**src/hw/rtl/sorted_record_table_assert.svh**
```systemverilog
// Assertion macros for the sorted record table RTL.
// Included by modules that carry concurrent assertions; no other dependencies.
`ifndef SORTED_RECORD_TABLE_ASSERT_SVH
`define SORTED_RECORD_TABLE_ASSERT_SVH
`ifndef SYNTH
`define SRT_ASSERT(label, clk, rst, prop, msg) \
  label: assert property (@(posedge clk) disable iff (rst) prop) else $error(msg);
`define SRT_ASSERT_NR(label, clk, prop, msg) \
  label: assert property (@(posedge clk) prop) else $error(msg);
`else
`define SRT_ASSERT(label, clk, rst, prop, msg)
`define SRT_ASSERT_NR(label, clk, prop, msg)
`endif
`endif

```
**src/hw/rtl/srt_pkg.sv**
```systemverilog
// Package for the sorted record table: sizes, opcodes, status codes and
// the command/status structs between controller and datapath. No dependencies.
package srt_pkg;
  localparam int DEPTH = 16;
  localparam int IDX_W = $clog2(DEPTH);
  localparam int CNT_W = $clog2(DEPTH + 1);
  localparam int MAX_RESULTS = 32;
  localparam int ID_W = 31;
  localparam int GRADE_W = 16;
  localparam int MIDX_W = $clog2(2 * DEPTH);
  localparam int MCNT_W = $clog2(2 * DEPTH + 1);

  localparam logic [2:0] OP_INSERT = 3'd0;
  localparam logic [2:0] OP_SEARCH = 3'd1;
  localparam logic [2:0] OP_DELETE = 3'd2;
  localparam logic [2:0] OP_DUMP   = 3'd3;
  localparam logic [2:0] OP_RDUMP  = 3'd4;

  localparam logic [2:0] ST_DONE     = 3'd0;
  localparam logic [2:0] ST_NOTFOUND = 3'd1;
  localparam logic [2:0] ST_DUP      = 3'd2;
  localparam logic [2:0] ST_FULL     = 3'd3;
  localparam logic [2:0] ST_REC      = 3'd4;

  typedef struct packed {
    logic [ID_W-1:0]    id;
    logic [GRADE_W-1:0] grade;
  } rec_t;

  // Commands from the controller to the datapath.
  typedef struct packed {
    logic             load;      // capture the input beat
    logic             scan_clr;  // reset scan index
    logic             scan_inc;  // advance scan index
    logic             ins_step;  // shift one entry toward the tail for insert
    logic             ins_write; // write the new record at the scan index
    logic             del_step;  // shift one entry toward the head for delete
    logic             del_done;  // decrement the class count
    logic             mrg_clr;   // reset merge pointers
    logic             mrg_step;  // take one entry into the merge order
    logic             emit_clr;  // reset emit pointer
    logic             emit_inc;  // advance emit pointer
  } srt_cmd_t;

  // Status from the datapath to the controller.
  typedef struct packed {
    logic [2:0] op;
    logic       scan_end;  // scan index reached the class count
    logic       id_hit;    // entry at scan index has the key
    logic       grade_le;  // entry at scan index has grade <= new grade
    logic       full;
    logic       shift_end; // shift pointer reached the scan index
    logic       del_end;   // delete shift reached the tail
    logic       mrg_end;   // both classes consumed
    logic       mrg_empty;
    logic       emit_end;  // emit pointer at final record
  } srt_stat_t;
endpackage

```
**src/hw/rtl/srt_if.sv**
```systemverilog
// Valid/ready channel interfaces for the sorted record table.
// Depends on srt_pkg.
interface srt_in_if;
  logic                          valid;
  logic                          ready;
  logic [2:0]                    opcode;
  logic                          class_sel;
  logic [srt_pkg::ID_W-1:0]      record_id;
  logic [srt_pkg::GRADE_W-1:0]   grade;
  modport source(output valid, opcode, class_sel, record_id, grade, input ready);
  modport sink(input valid, opcode, class_sel, record_id, grade, output ready);
endinterface

interface srt_out_if;
  logic                          valid;
  logic                          ready;
  logic [2:0]                    status;
  logic                          rec_class;
  logic [srt_pkg::ID_W-1:0]      rec_id;
  logic [srt_pkg::GRADE_W-1:0]   rec_grade;
  logic                          last;
  modport source(output valid, status, rec_class, rec_id, rec_grade, last, input ready);
  modport sink(input valid, status, rec_class, rec_id, rec_grade, last, output ready);
endinterface

```
**src/hw/rtl/srt_datapath.sv**
```systemverilog
// Datapath of the sorted record table: record memories, class counts, scan,
// shift and merge pointers. Depends on srt_pkg.
module srt_datapath (
  input  logic                         clk,
  input  logic                         rst,
  input  srt_pkg::srt_cmd_t            cmd,
  output srt_pkg::srt_stat_t           stat,
  input  logic [2:0]                   in_op,
  input  logic                         in_cls,
  input  logic [srt_pkg::ID_W-1:0]     in_id,
  input  logic [srt_pkg::GRADE_W-1:0]  in_grade,
  output logic                         out_cls,
  output logic [srt_pkg::ID_W-1:0]     out_id,
  output logic [srt_pkg::GRADE_W-1:0]  out_grade,
  output logic                         hit_cls_rec,
  output logic                         ctr_clear
);
  import srt_pkg::*;

  // Both classes kept as register rows; every entry is read at a fixed place
  // for the shift, and the scan reads through a mux.
  rec_t store0 [DEPTH];
  rec_t store1 [DEPTH];
  logic [CNT_W-1:0] count [2];

  logic [2:0]         op;
  logic               cls;
  logic [ID_W-1:0]    key;
  logic [GRADE_W-1:0] grd;
  logic [CNT_W-1:0]   scan;
  logic [CNT_W-1:0]   shp;
  logic [CNT_W-1:0]   ma, mb;
  logic [MCNT_W-1:0]  mlen;
  logic [MIDX_W-1:0]  eptr;
  logic [2*DEPTH-1:0] mcls;
  logic [IDX_W-1:0]   midx [2*DEPTH];

  logic [CNT_W-1:0] cnt_sel;
  rec_t             scan_rec;
  rec_t             ra, rb;
  logic             take0;
  logic [MIDX_W-1:0] sel_pos;
  logic             sel_c;
  rec_t             sel_rec;

  assign cnt_sel  = count[cls];
  assign scan_rec = cls ? store1[scan[IDX_W-1:0]] : store0[scan[IDX_W-1:0]];
  assign ra = store0[ma[IDX_W-1:0]];
  assign rb = store1[mb[IDX_W-1:0]];

  always_comb begin
    if (ma < count[0] && mb < count[1]) begin
      take0 = ra.grade >= rb.grade;
    end else begin
      take0 = ma < count[0];
    end
  end

  always_comb begin
    if (op == OP_RDUMP) begin
      sel_pos = MIDX_W'(mlen - MCNT_W'(1) - MCNT_W'(eptr));
    end else begin
      sel_pos = eptr;
    end
    sel_c   = mcls[sel_pos];
    sel_rec = sel_c ? store1[midx[sel_pos]] : store0[midx[sel_pos]];
  end

  always_comb begin
    stat.op        = op;
    stat.scan_end  = scan >= cnt_sel;
    stat.id_hit    = scan_rec.id == key;
    stat.grade_le  = scan_rec.grade <= grd;
    stat.full      = cnt_sel >= CNT_W'(DEPTH);
    stat.shift_end = shp == scan;
    stat.del_end   = (scan + CNT_W'(1)) >= cnt_sel;
    stat.mrg_end   = (ma >= count[0]) && (mb >= count[1]);
    stat.mrg_empty = mlen == '0;
    stat.emit_end  = (MCNT_W'(eptr) + MCNT_W'(1) >= mlen) ||
                     (MCNT_W'(eptr) + MCNT_W'(1) >= MCNT_W'(MAX_RESULTS));
  end

  // Reported record: the scanned entry for search/delete, the new record for insert, else the merge pick.
  // A scan that ran off the end of the class reports the key itself.
  assign out_cls     = (op == OP_DUMP || op == OP_RDUMP) ? sel_c : cls;
  assign out_id      = (op == OP_DUMP || op == OP_RDUMP) ? sel_rec.id :
                       (op == OP_INSERT || stat.scan_end) ? key : scan_rec.id;
  assign out_grade   = (op == OP_DUMP || op == OP_RDUMP) ? sel_rec.grade :
                       (op == OP_INSERT) ? grd : scan_rec.grade;
  assign hit_cls_rec = cls;
  assign ctr_clear   = stat.mrg_empty;

  always_ff @(posedge clk) begin
    if (cmd.load) begin
      op  <= in_op;
      cls <= in_cls;
      key <= in_id;
      grd <= in_grade;
    end
    if (cmd.scan_clr) begin
      scan <= '0;
    end else if (cmd.scan_inc) begin
      scan <= scan + CNT_W'(1);
    end
    if (cmd.scan_clr) begin
      shp <= cnt_sel;
    end else if (cmd.ins_step) begin
      shp <= shp - CNT_W'(1);
    end
    if (cmd.ins_step) begin
      if (cls) begin
        store1[shp[IDX_W-1:0]] <= store1[shp[IDX_W-1:0] - IDX_W'(1)];
      end else begin
        store0[shp[IDX_W-1:0]] <= store0[shp[IDX_W-1:0] - IDX_W'(1)];
      end
    end
    if (cmd.ins_write) begin
      if (cls) begin
        store1[scan[IDX_W-1:0]] <= '{id: key, grade: grd};
      end else begin
        store0[scan[IDX_W-1:0]] <= '{id: key, grade: grd};
      end
    end
    if (cmd.del_step) begin
      if (cls) begin
        store1[scan[IDX_W-1:0]] <= store1[scan[IDX_W-1:0] + IDX_W'(1)];
      end else begin
        store0[scan[IDX_W-1:0]] <= store0[scan[IDX_W-1:0] + IDX_W'(1)];
      end
    end
    if (cmd.mrg_clr) begin
      ma   <= '0;
      mb   <= '0;
      mlen <= '0;
    end else if (cmd.mrg_step) begin
      mcls[mlen[MIDX_W-1:0]] <= ~take0;
      midx[mlen[MIDX_W-1:0]] <= take0 ? ma[IDX_W-1:0] : mb[IDX_W-1:0];
      if (take0) begin
        ma <= ma + CNT_W'(1);
      end else begin
        mb <= mb + CNT_W'(1);
      end
      mlen <= mlen + MCNT_W'(1);
    end
    if (cmd.emit_clr) begin
      eptr <= '0;
    end else if (cmd.emit_inc) begin
      eptr <= eptr + MIDX_W'(1);
    end
  end

  always_ff @(posedge clk) begin
    if (rst) begin
      count[0] <= '0;
      count[1] <= '0;
    end else if (cmd.ins_write) begin
      count[cls] <= count[cls] + CNT_W'(1);
    end else if (cmd.del_done) begin
      count[cls] <= count[cls] - CNT_W'(1);
    end
  end
endmodule

```
**src/hw/rtl/srt_ctrl.sv**
```systemverilog
// Controller state machine of the sorted record table: sequences scans,
// shifts, merges and result beats. Depends on srt_pkg and the assert header.
`include "sorted_record_table_assert.svh"
module srt_ctrl (
  input  logic                clk,
  input  logic                rst,
  input  logic                in_valid,
  output logic                in_ready,
  output logic                out_valid,
  input  logic                out_ready,
  output logic [2:0]          out_status,
  output logic                out_last,
  output logic                out_zero,
  output srt_pkg::srt_cmd_t   cmd,
  input  srt_pkg::srt_stat_t  stat
);
  import srt_pkg::*;

  localparam logic [2:0] S_IDLE  = 3'd0;
  localparam logic [2:0] S_SCAN  = 3'd1;
  localparam logic [2:0] S_FIND  = 3'd2;
  localparam logic [2:0] S_SHIFT = 3'd3;
  localparam logic [2:0] S_DEL   = 3'd4;
  localparam logic [2:0] S_MERGE = 3'd5;
  localparam logic [2:0] S_EMIT  = 3'd6;
  localparam logic [2:0] S_RES   = 3'd7;

  logic [2:0] state, state_next;
  logic [2:0] res_status, res_status_next;
  logic       found, found_next;

  assign in_ready = state == S_IDLE;

  always_comb begin
    cmd = '0;
    state_next = state;
    res_status_next = res_status;
    found_next = found;
    out_valid = 1'b0;
    out_status = res_status;
    out_last = 1'b1;
    out_zero = 1'b0;
    unique case (state)
      S_IDLE: begin
        if (in_valid) begin
          cmd.load = 1'b1;
          state_next = S_SCAN;
        end
      end
      S_SCAN: begin
        // Scan and merge pointers start from the captured beat.
        cmd.scan_clr = 1'b1;
        cmd.mrg_clr = 1'b1;
        cmd.emit_clr = 1'b1;
        found_next = 1'b0;
        if (stat.op == OP_DUMP || stat.op == OP_RDUMP) begin
          state_next = S_MERGE;
        end else if (stat.op == OP_INSERT || stat.op == OP_SEARCH ||
                     stat.op == OP_DELETE) begin
          state_next = S_FIND;
        end else begin
          state_next = S_IDLE;
        end
      end
      S_FIND: begin
        if (stat.scan_end) begin
          if (stat.op == OP_INSERT) begin
            if (stat.full) begin
              res_status_next = ST_FULL;
              state_next = S_RES;
            end else begin
              // Rescan for the insertion point.
              cmd.scan_clr = 1'b1;
              found_next = 1'b1;
              state_next = S_SHIFT;
            end
          end else begin
            res_status_next = ST_NOTFOUND;
            state_next = S_RES;
          end
        end else if (stat.id_hit) begin
          if (stat.op == OP_INSERT) begin
            res_status_next = ST_DUP;
            state_next = S_RES;
          end else if (stat.op == OP_SEARCH) begin
            res_status_next = ST_REC;
            state_next = S_RES;
          end else begin
            res_status_next = ST_DONE;
            state_next = S_RES;
          end
        end else begin
          cmd.scan_inc = 1'b1;
        end
      end
      S_SHIFT: begin
        // found marks the position search; clear it once position is fixed.
        if (found) begin
          if (stat.scan_end || stat.grade_le) begin
            found_next = 1'b0;
          end else begin
            cmd.scan_inc = 1'b1;
          end
        end else if (!stat.shift_end) begin
          cmd.ins_step = 1'b1;
        end else begin
          cmd.ins_write = 1'b1;
          res_status_next = ST_DONE;
          state_next = S_RES;
        end
      end
      S_DEL: begin
        if (stat.del_end) begin
          cmd.del_done = 1'b1;
          state_next = S_IDLE;
        end else begin
          cmd.del_step = 1'b1;
          cmd.scan_inc = 1'b1;
        end
      end
      S_MERGE: begin
        if (stat.mrg_end) begin
          state_next = S_EMIT;
        end else begin
          cmd.mrg_step = 1'b1;
        end
      end
      S_EMIT: begin
        out_valid = 1'b1;
        if (stat.mrg_empty) begin
          out_status = ST_DONE;
          out_zero = 1'b1;
          if (out_ready) begin
            state_next = S_IDLE;
          end
        end else begin
          out_status = ST_REC;
          out_last = stat.emit_end;
          if (out_ready) begin
            if (stat.emit_end) begin
              state_next = S_IDLE;
            end else begin
              cmd.emit_inc = 1'b1;
            end
          end
        end
      end
      S_RES: begin
        out_valid = 1'b1;
        out_zero = res_status == ST_NOTFOUND;
        if (out_ready) begin
          // A delete hit compacts the table after its beat is taken.
          if (stat.op == OP_DELETE && res_status == ST_DONE) begin
            state_next = S_DEL;
          end else begin
            state_next = S_IDLE;
          end
        end
      end
      default: state_next = S_IDLE;
    endcase
  end

  always_ff @(posedge clk) begin
    if (rst) begin
      state <= S_IDLE;
      res_status <= ST_DONE;
      found <= 1'b0;
    end else begin
      state <= state_next;
      res_status <= res_status_next;
      found <= found_next;
    end
  end

  `SRT_ASSERT(a_ready_idle, clk, rst, in_ready |-> !out_valid, "ready while a result is shown")
  `SRT_ASSERT(a_one_write, clk, rst, !(cmd.ins_write && cmd.del_done), "insert and delete together")
  `SRT_ASSERT(a_accept_moves, clk, rst, (in_valid && in_ready) |=> (state == S_SCAN), "accepted beat not started")
endmodule

```
**src/hw/rtl/sorted_record_table.sv**
```systemverilog
// Top level of the sorted record table: joins controller and datapath.
// Depends on srt_pkg, srt_if, srt_ctrl, srt_datapath and the assert header.
//
// The block keeps two classes of (id, grade) records, each sorted by
// descending grade, and takes one operation per input beat: insert, search,
// delete, merged dump or reversed merged dump. It handles one operation at a
// time; input ready is high only when the previous operation has delivered
// all its result beats and finished any table update. Timing is set by the
// controller's one-entry-a-cycle scans. A search scans its class until a hit
// or the class end; an insert scans the class for a duplicate, then rescans
// for the insertion point and shifts the entries behind it toward the tail; a
// delete scans for the key and, on a hit, compacts the class after its result
// beat is taken; a dump builds the merge order and then gives its result
// beats, each held until out_ready takes it. Unused opcodes produce no result
// beat. After reset both classes are empty; no clearing pass is needed.
`include "sorted_record_table_assert.svh"
module sorted_record_table (
  input logic      clk,
  input logic      rst,
  srt_in_if.sink   in_ch,
  srt_out_if.source out_ch
);
  import srt_pkg::*;

  srt_cmd_t  cmd;
  srt_stat_t stat;
  logic [2:0] status;
  logic       zero;
  logic       dp_cls;
  logic [ID_W-1:0] dp_id;
  logic [GRADE_W-1:0] dp_grade;
  logic       cls_reg;
  logic       empty;

  srt_ctrl u_ctrl (
    .clk(clk), .rst(rst),
    .in_valid(in_ch.valid), .in_ready(in_ch.ready),
    .out_valid(out_ch.valid), .out_ready(out_ch.ready),
    .out_status(status), .out_last(out_ch.last), .out_zero(zero),
    .cmd(cmd), .stat(stat)
  );

  srt_datapath u_dp (
    .clk(clk), .rst(rst), .cmd(cmd), .stat(stat),
    .in_op(in_ch.opcode), .in_cls(in_ch.class_sel),
    .in_id(in_ch.record_id), .in_grade(in_ch.grade),
    .out_cls(dp_cls), .out_id(dp_id), .out_grade(dp_grade),
    .hit_cls_rec(cls_reg), .ctr_clear(empty)
  );

  // An empty dump reports all zeros; a miss reports the key with grade zero.
  always_comb begin
    out_ch.status = status;
    if (zero && status == ST_DONE) begin
      out_ch.rec_class = 1'b0;
      out_ch.rec_id    = '0;
      out_ch.rec_grade = '0;
    end else if (zero) begin
      out_ch.rec_class = cls_reg;
      out_ch.rec_id    = dp_id;
      out_ch.rec_grade = '0;
    end else begin
      out_ch.rec_class = dp_cls;
      out_ch.rec_id    = dp_id;
      out_ch.rec_grade = dp_grade;
    end
  end

  // An empty-dump beat must see an empty merge.
  `SRT_ASSERT(a_empty_dump, clk, rst,
    (out_ch.valid && zero && status == ST_DONE) |-> empty, "empty dump with records")
endmodule
```
**src/flat_wrapper.sv**
```systemverilog
// flat-port wrapper written by rule: the top's interface ports become plain ports
module sorted_record_table_flat import srt_pkg::*;
  (clk, rst, in_ch_valid, in_ch_opcode, in_ch_class_sel, in_ch_record_id, in_ch_grade, in_ch_ready, out_ch_valid, out_ch_status, out_ch_rec_class, out_ch_rec_id, out_ch_rec_grade, out_ch_last, out_ch_ready);
  srt_in_if in_ch_i ();
  srt_out_if out_ch_i ();
  input logic clk;
  input logic rst;
  input wire logic [$bits(in_ch_i.valid)-1:0] in_ch_valid;
  input wire logic [$bits(in_ch_i.opcode)-1:0] in_ch_opcode;
  input wire logic [$bits(in_ch_i.class_sel)-1:0] in_ch_class_sel;
  input wire logic [$bits(in_ch_i.record_id)-1:0] in_ch_record_id;
  input wire logic [$bits(in_ch_i.grade)-1:0] in_ch_grade;
  output wire logic [$bits(in_ch_i.ready)-1:0] in_ch_ready;
  output wire logic [$bits(out_ch_i.valid)-1:0] out_ch_valid;
  output wire logic [$bits(out_ch_i.status)-1:0] out_ch_status;
  output wire logic [$bits(out_ch_i.rec_class)-1:0] out_ch_rec_class;
  output wire logic [$bits(out_ch_i.rec_id)-1:0] out_ch_rec_id;
  output wire logic [$bits(out_ch_i.rec_grade)-1:0] out_ch_rec_grade;
  output wire logic [$bits(out_ch_i.last)-1:0] out_ch_last;
  input wire logic [$bits(out_ch_i.ready)-1:0] out_ch_ready;
  assign in_ch_i.valid = in_ch_valid;
  assign in_ch_i.opcode = in_ch_opcode;
  assign in_ch_i.class_sel = in_ch_class_sel;
  assign in_ch_i.record_id = in_ch_record_id;
  assign in_ch_i.grade = in_ch_grade;
  assign in_ch_ready = in_ch_i.ready;
  assign out_ch_valid = out_ch_i.valid;
  assign out_ch_status = out_ch_i.status;
  assign out_ch_rec_class = out_ch_i.rec_class;
  assign out_ch_rec_id = out_ch_i.rec_id;
  assign out_ch_rec_grade = out_ch_i.rec_grade;
  assign out_ch_last = out_ch_i.last;
  assign out_ch_i.ready = out_ch_ready;
  sorted_record_table u_core (.clk(clk), .rst(rst), .in_ch(in_ch_i), .out_ch(out_ch_i));
endmodule
```
**config.mk**
```make
export PLATFORM = sky130hd
export DESIGN_NAME = sorted_record_table_flat
export DESIGN_NICKNAME = d
export VERILOG_FILES = /design/src/hw/rtl/srt_pkg.sv /design/src/hw/rtl/srt_if.sv /design/src/hw/rtl/srt_datapath.sv /design/src/hw/rtl/srt_ctrl.sv /design/src/hw/rtl/sorted_record_table.sv /design/src/flat_wrapper.sv
export VERILOG_INCLUDE_DIRS = /design/src /design/src/hw/rtl
export SDC_FILE = /design/constraint.sdc
export NUM_CORES = 2
export LEC_CHECK = 0
export BUFFER_PORTS_ARGS = -buffer_cell sky130_fd_sc_hd__buf_4
export CORE_MARGIN = 5
export CORE_UTILIZATION = 65
export CTS_CLUSTER_DIAMETER = 40
export DETAILED_ROUTE_END_ITERATION = 8
export PLACE_DENSITY = 0.82
export SYNTH_ARGS = -nofsm -noshare
export SYNTH_HDL_FRONTEND = slang
export SYNTH_SLANG_ARGS = --single-unit
```
**constraint.sdc**
```tcl
create_clock -name clk -period 20.8 [get_ports clk]
set_clock_uncertainty 0.2 [all_clocks]
set_input_delay 2.08 -clock clk [delete_from_list [all_inputs] [get_ports clk]]
set_output_delay 2.08 -clock clk [all_outputs]
set_load 0.02 [all_outputs]
```
==> results.sh <==
export IMPL_status="complete, but fails checks"
export IMPL_violations="capacitance limit, slew limit"
export IMPL_finalNetCount=7022
export IMPL_critPathRequiredTime_ns=18.52
export IMPL_use_met1=0.5235
export IMPL_rsz0062_at_grt="no"
export IMPL_avgViaCountPerCell=8.500
export IMPL_core_rowCount=153
export IMPL_finalCritPeriodShare=0.5727
export IMPL_cts_tree="done"
export IMPL_synthArstFlopShare=0
export IMPL_synth_most_common_cell="edfxtp_1"
export IMPL_min_to="u_core.u_dp.mb[4]$_SDFFE_PP0P_"
export IMPL_yosysTopAreaCell="edfxtp_1"
export IMPL_endpoint_kind="primary output"
export IMPL_reg2reg_slack_ns=12.42
export IMPL_pwr_share_seq=0.288
export IMPL_r2r_end="u_core.u_ctrl.res_status[0]$_SDFFE_PP0P_"
export IMPL_crit_arrival_ns=9.63
export IMPL_area_growth_pct=9.923
export IMPL_ys_ff_latch=1776
export IMPL_filler_cell_count=10370
export IMPL_grt_pass1_wl_um=547500
export IMPL_crit_path_cell_trace="inv_1 -> ha_1 -> a21o_1 -> a2111oi_0 -> a221oi_4 -> buf_4 -> a221oi_1 -> nand3_1 -> nand4_1 -> buf_4 -> buf_4 -> buf_4 -> buf_4 -> mux2i_1 -> mux2i_1 -> a32o_1 -> nor3_1 -> a211oi_1 -> buf_4"
export IMPL_drt_iter0_drc=14980
export IMPL_utilization=0.7185
export IMPL_place_hpwl_um=214100
export IMPL_clk_pin_slew_ns=0.06
export IMPL_crit_slowest_cell="buf_4"
export IMPL_min_path_cells=2
export IMPL_synthCells=6991
export IMPL_p_int_mw=12.50
export IMPL_antenna_found_initial=14
export IMPL_drive_gt1_frac=0.3476
export IMPL_combPwrFrac=0.513
export IMPL_place_congestion=0.9117
export IMPL_post_synth_num_cell_types=70
export IMPL_total_power_mw=20.65
export IMPL_p_clk_frac=0.199
export IMPL_synth_commonest_cells="1730 x edfxtp_1, 1593 x mux4_2, 1072 x mux2i_1"
export IMPL_die_w_um=428.1
export IMPL_ant_nets=0
export IMPL_clock_sinks=1776
export IMPL_hold_viol=0
export IMPL_powerDensity_nw_per_um2=165.4
export IMPL_r2r_cells=15
export IMPL_finalWirelength_um=379300
export IMPL_finalCriticalPeriod_ns=11.91
export IMPL_synth_area_leaders="edfxtp_1 46%, mux4_2 32%, mux2i_1 9.4%"
export IMPL_cts_buffer_depth=3
export IMPL_cts_resized=0
export IMPL_worstMarginPinSlew_ns=1.539
export IMPL_switching_share=0.3946
export IMPL_timing_final_max_slew_violations=24
export IMPL_die_h_um=428.1
export IMPL_cts_made_buffers=235
export IMPL_clk_latency_ns=0.90
export IMPL_syn_nets=7122
export IMPL_core_area_um2=173800
export IMPL_hold_buffers=0
export IMPL_grt_max_degree=130
export IMPL_grt_util_met2=0.5873
export IMPL_slowest_delay_ns=0.90
export IMPL_max_freq_mhz=83.94
export IMPL_relSlewSlack=-0.02610
export IMPL_synth_seq_area_share=0.4654
export IMPL_synth_top_area_share=0.4573
export IMPL_cp_common_cell="buf_4"
export IMPL_dp_cells=8979
export IMPL_root_buffer="clkbuf_16"
export IMPL_die_area_um2=183200
export IMPL_met3_usage=0.1655
export IMPL_path_buf_inv=7
export IMPL_drt_pre_antenna_iters=7
export IMPL_seqCellArea_um2=52910
export IMPL_switchingPower_mw=8.150
export IMPL_vias=80240
export IMPL_ir_worst_vdd_mv=0.1796
export IMPL_maxCapViolCount=2
export IMPL_setup_viol=0
export IMPL_ios=109
export IMPL_p_leak_nw=42.46
export IMPL_drcViolationCount=0
export IMPL_tns_ns=0
export IMPL_postSynthAreaPerCell_um2=16.25
export IMPL_critical_path_max_fanout=63
export IMPL_io_buffers=108
export IMPL_yosysWarnings=0
export IMPL_busiest_layer="met2"
export IMPL_multi_input_area_um2=58230
export IMPL_holdCritPathClass="flop to flop"
export IMPL_min_from="u_core.u_dp.mb[4]$_SDFFE_PP0P_"
export IMPL_startpoint_type="flop"
export IMPL_grtUsageTotal=0.4088
export IMPL_synth_edf_count=1730
export IMPL_grt_pass1_vias=78810
export IMPL_hold_ws_ns=0.2826
export IMPL_grt_overflow_total=0
export IMPL_synthFlopType="edfxtp_1"
export IMPL_syn_cell_area_um2=113600
export IMPL_cts_setup_buffers=0
export IMPL_start_util=0.6536
export IMPL_cp_top_family="buffers and inverters"
export IMPL_final_cell_count_no_fill=9439
export IMPL_path_class="flop to primary output"
export IMPL_wl_per_cell_um=40.19
export IMPL_htreeDepth=4
## how the worst max path moves through the flow
stage,from,cells past startpoint,slack [ns],end
5_1_grt,u_core.u_dp.eptr[1]$_SDFFE_PP0P_,19,8.67,out_ch_rec_id[18]
4_1_cts,u_core.u_dp.eptr[1]$_SDFFE_PP0P_,19,9.07,out_ch_rec_id[18]
3_5_place_dp,u_core.u_dp.eptr[1]$_SDFFE_PP0P_,19,10.07,out_ch_rec_id[18]
2_1_floorplan,u_core.u_dp.mlen[0]$_SDFFE_PP0P_,15,14.19,out_ch_rec_grade[10]
6_report,u_core.u_dp.eptr[1]$_SDFFE_PP0P_,19,8.89,out_ch_rec_id[18]
3_3_place_gp,u_core.u_dp.eptr[1]$_SDFFE_PP0P_,19,10.23,out_ch_rec_id[18]
## cell type report
class | instances | share of cell area
Timing Repair Buffer | 313 | 0.01992
Inverter | 75 | 0.002254
Antenna cell | 11 | 0.0002204
Tap cell | 2325 | 0.02329
Sequential cell | 1776 | 0.4236
Multi-Input combinational cell | 4490 | 0.4663
Clock inverter | 190 | 0.01601
Clock buffer | 259 | 0.04840
## cells by family after synthesis
group / Yosys count / share of synthesized area
XOR/XNOR: 57 / 0.004394
AO/OA/AOI/OAI: 577 / 0.03574
adder cells (fa/ha/maj): 76 / 0.008502
flip-flops: 1776 / 0.4654
AND/OR/NAND/NOR: 1039 / 0.04181
multiplexers: 2741 / 0.4178
buffers and inverters: 725 / 0.02638
## cell usage in the layout, fill, tap and decap left out, drive strengths merged, types with 8 or more instances in the layout
cell type / synthesis / layout
nor2b: 12 / 12
clkinvlp: 0 / 21
nand3: 123 / 123
o22a: 46 / 46
xor2: 19 / 19
a211oi: 53 / 53
edfxtp: 1730 / 1730
nand3b: 91 / 91
ha: 74 / 74
nand2: 492 / 492
nand2b: 17 / 17
inv: 74 / 151
nor3: 61 / 61
a21oi: 102 / 102
mux2i: 1073 / 1073
clkbuf: 359 / 259
nor4: 10 / 10
clkinv: 1 / 75
o21a: 18 / 18
a21o: 23 / 23
mux4: 1593 / 1593
nor2: 176 / 176
o21ai: 135 / 135
dfxtp: 46 / 46
a32o: 91 / 91
buf: 291 / 313
bufinv: 0 / 18
xnor2: 38 / 38
o22ai: 26 / 26
a21boi: 33 / 33
nand4: 20 / 20
or3: 8 / 8
and3: 8 / 8
mux2: 75 / 75
diode: 0 / 11
## flip-flops by register name (all words and copies together), names as in the netlist, 6 cells and up, named ones only
signal and flops:
u_core.u_dp.count 10, u_core.u_dp.mlen 6, u_core.u_dp.mcls 32, u_core.u_dp.key 31
u_core.u_dp.midx 128, u_core.u_dp.grd 16, u_core.u_dp.store0 752, u_core.u_dp.store1 752
## routing by layer
layer  up-vias  wire (um)
met5         -         28
met4         6      30670
met3      2007      67770
met2      9107     165900
met1     39570     114900
li1      29540          -
## stage by stage
step / instance area [um^2] / setup slack (ns)
3_5_place_dp: 116800 / 10.07
4_1_cts: 124900 / 9.075
5_1_grt: 124900 / 8.673
2_1_floorplan: 113600 / 14.19
6_report: 124900 / 8.887
3_3_place_gp: 116800 / 10.23
## power by group through the flow
| stage | Sequential (mW) | Clock (mW) | Combinational, mW |
|---|---|---|---|
| 4_1_cts | 5.93 | 4.11 | 10.4 |
| 6_report | 5.95 | 4.11 | 10.6 |
| 2_1_floorplan | 5.86 | 0 | 7.41 |
| 3_5_place_dp | 6.01 | 0 | 10.3 |
| 5_1_grt | 5.96 | 4.28 | 11.0 |
| 3_3_place_gp | 6.00 | 0 | 10.0 |
## worst reg2reg max path: cells and delay by family, from the launching register on
| kind | cells | cell delay [ns] |
|---|---|---|
| simple gates | 6 | 2.29 |
| xor+xnor | 1 | 0.23 |
| flops | 1 | 0.90 |
| buf+inv | 4 | 2.99 |
| mux | 4 | 1.67 |
No activity file was read; power rests on OpenSTA's default activity.
